==> config.mk <==
export PLATFORM = sky130hd
export DESIGN_NAME = lru_key_value_cache_core
export DESIGN_NICKNAME = d
export VERILOG_FILES = /design/src/rtl/lkvc_pkg.sv /design/src/rtl/lru_key_value_cache_core.sv
export SDC_FILE = /design/constraint.sdc
export NUM_CORES = 2
export LEC_CHECK = 0
export BUFFER_PORTS_ARGS = -buffer_cell sky130_fd_sc_hd__buf_2
export CAP_MARGIN = 5
export CORE_UTILIZATION = 58
export CTS_CLUSTER_DIAMETER = 50
export DETAILED_ROUTE_END_ITERATION = 10
export GPL_TIMING_DRIVEN = 1
export HOLD_SLACK_MARGIN = 0.02
export PLACE_DENSITY = 0.79
export SETUP_SLACK_MARGIN = 0.02
export SLEW_MARGIN = 10
export SYNTH_ARGS = -nofsm -noshare
export SYNTH_HDL_FRONTEND = slang
export SYNTH_SLANG_ARGS = --single-unit
==> constraint.sdc <==
create_clock -name i_clk -period 7.6 [get_ports i_clk]
set_clock_uncertainty 0.2 [all_clocks]
set_input_delay 0.38 -clock i_clk [delete_from_list [all_inputs] [get_ports i_clk]]
set_output_delay 0.38 -clock i_clk [all_outputs]
set_load 0.1 [all_outputs]
==> src/rtl/lkvc_pkg.sv <==
`default_nettype none

package lkvc_pkg;

    localparam int CAPACITY = 16;
    localparam int IDX_W    = $clog2(CAPACITY);
    localparam int AGE_W    = IDX_W;
    localparam int LIVE_W   = $clog2(CAPACITY + 1);
    localparam int CFG_W    = 5;
    localparam int DATA_W   = 32;

    localparam logic CMD_GET = 1'b0;
    localparam logic CMD_PUT = 1'b1;

    localparam logic [CFG_W-1:0] MAX_ENTRIES_RST = CFG_W'(CAPACITY);

    typedef struct packed {
        logic                     command;
        logic signed [DATA_W-1:0] key;
        logic signed [DATA_W-1:0] value;
    } t_req;

    typedef struct packed {
        logic                     found;
        logic signed [DATA_W-1:0] read_value;
    } t_resp;

endpackage

`default_nettype wire

==> src/rtl/lru_key_value_cache_core.sv <==
`default_nettype none

// LRU key-value cache core: 16-entry fully associative store. Pulse start
// while busy is low to transfer one command (get or put). For every command,
// one shared key comparator walks the sixteen entries one per cycle, picking
// up the key match, the oldest live entry and the first free slot; then come
// a compare-drain state and an update state. A get returns its result as a
// one-cycle o_done strobe in the cycle in which busy drops; the receiver
// cannot stall it and must take it in that cycle. A put returns nothing.
// max_entries may be written only while busy is low and no result is pending;
// valid marks clear at reset all at once.
module lru_key_value_cache_core (
    input  wire                              i_clk,
    input  wire                              i_rst_n,
    input  wire                              start,
    input  wire lkvc_pkg::t_req              i_req,
    input  wire                              i_cfg_we,
    input  wire  [lkvc_pkg::CFG_W-1:0]       i_cfg_wdata,
    output logic                             busy,
    output logic                             o_done,
    output lkvc_pkg::t_resp                  o_resp
);

    localparam logic [1:0] S_IDLE = 2'd0;
    localparam logic [1:0] S_SCAN = 2'd1;
    localparam logic [1:0] S_FIN  = 2'd2;
    localparam logic [1:0] S_UPD  = 2'd3;

    localparam int N  = lkvc_pkg::CAPACITY;
    localparam int IW = lkvc_pkg::IDX_W;
    localparam int AW = lkvc_pkg::AGE_W;
    localparam int LW = lkvc_pkg::LIVE_W;
    localparam int DW = lkvc_pkg::DATA_W;

    logic [1:0]                   r_state, n_state;
    logic [IW-1:0]                r_cnt;
    logic [lkvc_pkg::CFG_W-1:0]   r_max;
    logic [LW-1:0]                r_live;
    logic [N-1:0]                 r_valid, n_valid;
    logic [AW-1:0]                r_age [N];
    logic [AW-1:0]                n_age [N];

    logic                         r_cmd;
    logic [DW-1:0]                r_key;
    logic [DW-1:0]                r_val;

    logic [DW-1:0]                r_key_q;
    logic [IW-1:0]                r_q_idx;
    logic                         r_q_act;

    logic                         r_hit;
    logic [IW-1:0]                r_hit_idx;
    logic                         r_pick_vld;
    logic [IW-1:0]                r_pick_idx;
    logic [AW-1:0]                r_pick_age;
    logic                         r_free_vld;
    logic [IW-1:0]                r_free_idx;

    logic                         r_done;
    logic                         r_found;
    logic [DW-1:0]                r_rd_q;

    logic [DW-1:0]                m_key [N];
    logic [DW-1:0]                m_val [N];

    logic [LW-1:0]                w_limit;
    logic                         w_accept;
    logic                         w_match;
    logic                         w_evict;
    logic                         w_put_new;
    logic [IW-1:0]                w_slot;
    logic [AW-1:0]                w_touch_age;

    assign w_accept = start && !busy;
    assign busy     = (r_state != S_IDLE);
    assign o_done   = r_done;
    assign o_resp.found      = r_found;
    assign o_resp.read_value = r_found ? r_rd_q : '0;

    always_comb begin
        if (r_max == '0) begin
            w_limit = LW'(1);
        end else if (int'(r_max) > N) begin
            w_limit = LW'(N);
        end else begin
            w_limit = LW'(r_max);
        end
    end

    assign w_match   = r_q_act && r_valid[r_q_idx] && (r_key_q == r_key) && !r_hit;
    assign w_put_new = (r_cmd == lkvc_pkg::CMD_PUT) && !r_hit;
    assign w_evict   = w_put_new && (r_live >= w_limit);
    assign w_slot    = (r_free_vld && (!w_evict || (r_free_idx < r_pick_idx)))
                     ? r_free_idx : r_pick_idx;
    assign w_touch_age = r_age[r_hit_idx];

    always_comb begin
        n_state = r_state;
        case (r_state)
            S_IDLE: begin
                if (w_accept) begin
                    n_state = S_SCAN;
                end
            end
            S_SCAN: begin
                if (r_cnt == IW'(N - 1)) begin
                    n_state = S_FIN;
                end
            end
            S_FIN:   n_state = S_UPD;
            S_UPD:   n_state = S_IDLE;
            default: n_state = S_IDLE;
        endcase
    end

    always_comb begin
        n_valid = r_valid;
        for (int i = 0; i < N; i++) begin
            n_age[i] = r_age[i];
        end
        if (r_state == S_UPD) begin
            if (r_hit) begin
                for (int i = 0; i < N; i++) begin
                    if (IW'(i) == r_hit_idx) begin
                        n_age[i] = '0;
                    end else if (r_valid[i] && (r_age[i] < w_touch_age)) begin
                        n_age[i] = r_age[i] + AW'(1);
                    end
                end
            end else if (w_put_new) begin
                for (int i = 0; i < N; i++) begin
                    if (IW'(i) == w_slot) begin
                        n_valid[i] = 1'b1;
                        n_age[i]   = '0;
                    end else if (w_evict && (IW'(i) == r_pick_idx)) begin
                        n_valid[i] = 1'b0;
                        n_age[i]   = '0;
                    end else if (r_valid[i]) begin
                        n_age[i] = r_age[i] + AW'(1);
                    end
                end
            end
        end
    end

    always_ff @(posedge i_clk) begin
        if (!i_rst_n) begin
            r_state    <= S_IDLE;
            r_cnt      <= '0;
            r_max      <= lkvc_pkg::MAX_ENTRIES_RST;
            r_live     <= '0;
            r_valid    <= '0;
            r_q_act    <= 1'b0;
            r_hit      <= 1'b0;
            r_pick_vld <= 1'b0;
            r_free_vld <= 1'b0;
            r_done     <= 1'b0;
            r_found    <= 1'b0;
            for (int i = 0; i < N; i++) begin
                r_age[i] <= '0;
            end
        end else begin
            r_state <= n_state;
            r_valid <= n_valid;
            for (int i = 0; i < N; i++) begin
                r_age[i] <= n_age[i];
            end
            if (i_cfg_we) begin
                r_max <= i_cfg_wdata;
            end
            r_q_act <= (r_state == S_SCAN);
            r_done  <= (r_state == S_UPD) && (r_cmd == lkvc_pkg::CMD_GET);

            if (w_accept) begin
                r_cnt      <= '0;
                r_hit      <= 1'b0;
                r_pick_vld <= 1'b0;
                r_free_vld <= 1'b0;
            end

            if (r_state == S_SCAN) begin
                r_cnt <= r_cnt + IW'(1);
                if (r_valid[r_cnt] && (!r_pick_vld || (r_age[r_cnt] > r_pick_age))) begin
                    r_pick_vld <= 1'b1;
                end
                if (!r_valid[r_cnt] && !r_free_vld) begin
                    r_free_vld <= 1'b1;
                end
            end

            if (w_match) begin
                r_hit <= 1'b1;
            end

            if (r_state == S_UPD) begin
                r_found <= r_hit;
                if (w_put_new && !w_evict) begin
                    r_live <= r_live + LW'(1);
                end
            end
        end
    end

    // Payload registers: no reset.
    always_ff @(posedge i_clk) begin
        if (w_accept) begin
            r_cmd <= i_req.command;
            r_key <= i_req.key;
            r_val <= i_req.value;
        end
        r_q_idx <= r_cnt;
        if (w_match) begin
            r_hit_idx <= r_q_idx;
        end
        if (r_state == S_SCAN) begin
            if (r_valid[r_cnt] && (!r_pick_vld || (r_age[r_cnt] > r_pick_age))) begin
                r_pick_idx <= r_cnt;
                r_pick_age <= r_age[r_cnt];
            end
            if (!r_valid[r_cnt] && !r_free_vld) begin
                r_free_idx <= r_cnt;
            end
        end
    end

    always_ff @(posedge i_clk) begin
        if (r_state == S_SCAN) begin
            r_key_q <= m_key[r_cnt];
        end
        if ((r_state == S_UPD) && w_put_new) begin
            m_key[w_slot] <= r_key;
        end
    end

    always_ff @(posedge i_clk) begin
        if (r_state == S_UPD) begin
            r_rd_q <= m_val[r_hit_idx];
            if (r_cmd == lkvc_pkg::CMD_PUT) begin
                m_val[r_hit ? r_hit_idx : w_slot] <= r_val;
            end
        end
    end

endmodule

`default_nettype wire

==> metrics.md <==
| Metric | Value |
|---|---|
| Via count | `28,800` |
| CP Buf/Inv Count | `0` |
| Die Span X | `302 um` |
| Period Utilization, post-route | `0.720` |
| Initial antenna violation count | `6` |
| Cells after DPL | `3,876` |
| Die area | `91,100 sq um` |
| Synth warn | `0` |
| Hold Slack | `0.106 ns` |
| Status | `complete, no violations` |
| Slew at the pin with the worst max-slew slack | `1.30 ns` |
| Post-synth EDFFs | `1,169` |
| Syn nets | `2,856` |
| Synth Cell Area | `52,100 sq um` |
| Fraction of layout cells with a size suffix above 1 | `0.252` |
| Crit path max fanout | `32` |
| Startpoint Class | `flop` |
| Slowest-stage cell, CP | `nor2_4` |
| Post-synthesis async set-or-reset flop share | `0` |
| DRC | `0` |
| VDD IR max | `286 uV` |
| Core footprint | `88,600 sq um` |
| Worst-skew pair later-pin latency | `0.76 ns` |
| Sw Share | `0.252` |
| Leak | `18.7 nW` |
| Arrival @ worst endpoint | `5.61 ns` |
| Int Pwr | `12.5 mW` |
| Nets | `3,078` |
| Synth unique cells | `73` |
| CP Data Required Time | `7.74 ns` |
| Crit path kind | `reg2reg` |
| RSZ-0062 raised after global routing | `false` |
| Wire per inst | `32.7 um` |
| Clock sinks | `1,283` |
| Area growth syn-to-layout | `13.3%` |
| Crit-path cells | `nor3_1 > nor2_1 > nor2_1 > ha_1 > nand2b_1 > a31oi_1 > o21ai_1 > a21boi_1 > mux2i_1 > o21ai_0 > nand4_1 > nor2_4` |
| Setup TNS | `0 ns` |
| Gr usage total | `0.308` |
| Most numerous cell on the critical path | `nor2_1` |
| WL final | `137 mm` |
| Root buffer selected by CTS | `clkbuf_16` |
| Count of final hold-check violations | `0` |
| Post_cts resized | `0` |
| Clock share of power | `0.379` |
| Most common library cell in the layout ignoring fill and taps | `edfxtp_1` |
| Initial Util | `0.588` |
| Final worst slack | `2.13 ns` |
| Relative slew slack | `0.126` |
| Die Ht | `302 um` |
| CTS H-Tree Depth | `4` |
| Setup crit end kind | `flop` |
| PortBufs | `108` |
| Fin. max-slew vios | `0` |
| Most frequent cells in the layout | `edfxtp_1 (1,169), mux4_2 (364), clkbuf_16 (133), dfxtp_1 (110), buf_2 (108)` |
| First-pass GRT wire length | `200 mm` |
| Combinational fraction of design power | `0.088` |
| Critical path's top delay family | `simple AND/OR/NAND/NOR gates` |
| Syn Area/Cell | `19.3 sq um` |
| DP HPWL | `70.0 mm` |
| Predominant post-synthesis flop cell | `edfxtp_1` |
| TritonRoute pass-1 iters | `8` |
| Pwr dens | `282 nW/um^2` |
| Total grt overflow | `0` |
| Num CTS Buffers | `131` |
| DR vias/cell | `6.87` |
| Switch Pwr | `4.20 mW` |
| TritonCTS clock tree | `built` |
| Dpl ws | `2.28 ns` |
| Flop pwr share | `0.532` |
| Io pins | `109` |
| Final setup viols | `0` |
| Largest net degree at the start of global routing | `110` |
| Fmax | `183 MHz` |
| DRT iter0 DRCs | `3,690` |
| Antenna-violating nets left | `0` |
| Final Critical Period | `5.47 ns` |
| RePlAce Congestion | `0.937` |
| Total power | `16.6 mW` |
| Clock Path Buffers | `3` |
| #FFs+latches synth | `1,283` |
| Number of global-route vias before repair | `29,500` |
| Clk slew on worst S/H paths | `0.06 ns` |
| Final Non-Filler Cells | `4,192` |
| Mapped Cells | `2,699` |
| Crit-path max cell delay | `1.15 ns` |
| Register area share after synthesis | `0.717` |
| Min-delay worst type | `in2reg` |
| # rows | `109` |
| Max cap viols | `0` |
-- worst reg2reg max path: cells and delay by family (launching register included) --
family,cells,cell delay [ns]
adders and majority gates,1,0.22
muxes,1,0.23
and+or+nand+nor,6,2.17
AOI/OAI and AO/OA,4,1.90
DFF,1,0.32
-- metal layers --
layer / global-route usage / routed length, um / vias up
li1: - / - / 11600
met1: 0.407 / 49100 / 14900
met2: 0.510 / 69100 / 1980
met3: 0.0582 / 13600 / 301
met4: 0.124 / 5170 / 4
met5: 0 / 21 / -
-- registers in the layout, summed over array words and instances (netlist names), 16 cells and up, named ones only --
name	cells
r_key	32
r_rd_q	32
m_val	512
r_key_q	32
m_key	512
r_val	32
r_valid	16
r_age	64
-- power groups by stage --
| stage | Clock (mW) | Combinational [mW] | Sequential, mW |
|---|---|---|---|
| floorplan | 0 | 1.08 | 8.70 |
| global placement | 0 | 1.35 | 8.91 |
| detailed placement | 0 | 1.39 | 8.97 |
| CTS | 6.35 | 1.45 | 8.84 |
| global route | 6.59 | 1.55 | 8.90 |
| finish | 6.32 | 1.47 | 8.86 |
-- worst paths after layout --
path                            startpoint      endpoint  slack (ns)  depth (start not counted)
worst max-delay path              r_max[1]  m_val[3][13]        2.13                         12
worst min register to register  r_pick_vld    r_pick_vld        0.30                          2
worst max register to register    r_max[1]  m_val[3][13]        2.13                         12
worst min-delay path               i_rst_n   r_age[4][1]        0.11                          4
-- kinds of logic (layout without fill, tap and decap cells) --
kind of cell | count (synthesis) | after routing | share of synthesized area
DFF | 1283 | 1283 | 0.717
adders and majority gates | 83 | 83 | 0.0199
xor gates and xnor gates | 36 | 36 | 0.00605
and+or+nand+nor | 434 | 434 | 0.0423
AOI/OAI and AO/OA | 298 | 298 | 0.0367
buffers and inverters | 169 | 493 | 0.0128
muxes | 396 | 396 | 0.165
other | 0 | 4 | 0
-- cell usage after synthesis, types with 13 or more instances --
cell,n,share of area
nand4_1,15,0.0018
nor2_1,112,0.0081
xnor2_1,29,0.0049
a31oi_1,35,0.0042
edfxtp_1,1169,0.67
and2_1,39,0.0047
buf_1,33,0.0024
mux2i_1,17,0.0033
mux4_2,364,0.16
nor3_1,17,0.0016
o21ai_0,56,0.0054
clkbuf_1,84,0.0060
a21oi_1,76,0.0073
o21a_1,25,0.0036
nand2b_1,31,0.0037
nand3_1,41,0.0039
nand2_1,100,0.0072
ha_1,83,0.020
a211oi_1,13,0.0019
dfxtp_1,114,0.044
o211ai_1,21,0.0030
inv_1,38,0.0027
-- through the flow --
stage	utilization	cell area, sq um
global placement	0.610	54100
floorplan	-	52100
finish	0.666	59000
detailed placement	0.610	54100
global route	0.666	59000
CTS	0.666	59000
-- final cells by class --
cell class	count	area, sq um
sequential	1283	37400
fill	5317	29600
multi-input combinational	1247	14300
clock buffer	168	3510
timing repair buffer	219	1590
tap	1165	1460
clock inverter	67	639
inverter	39	149
antenna	4	10.0
-- what timing repair did --
action | 4_1_cts | 5_1_grt
hold endpoints to repair | 72 | 0
setup buffers | 0 | 0
hold buffers | 77 | 0
(Power assumes the default switching activity.)
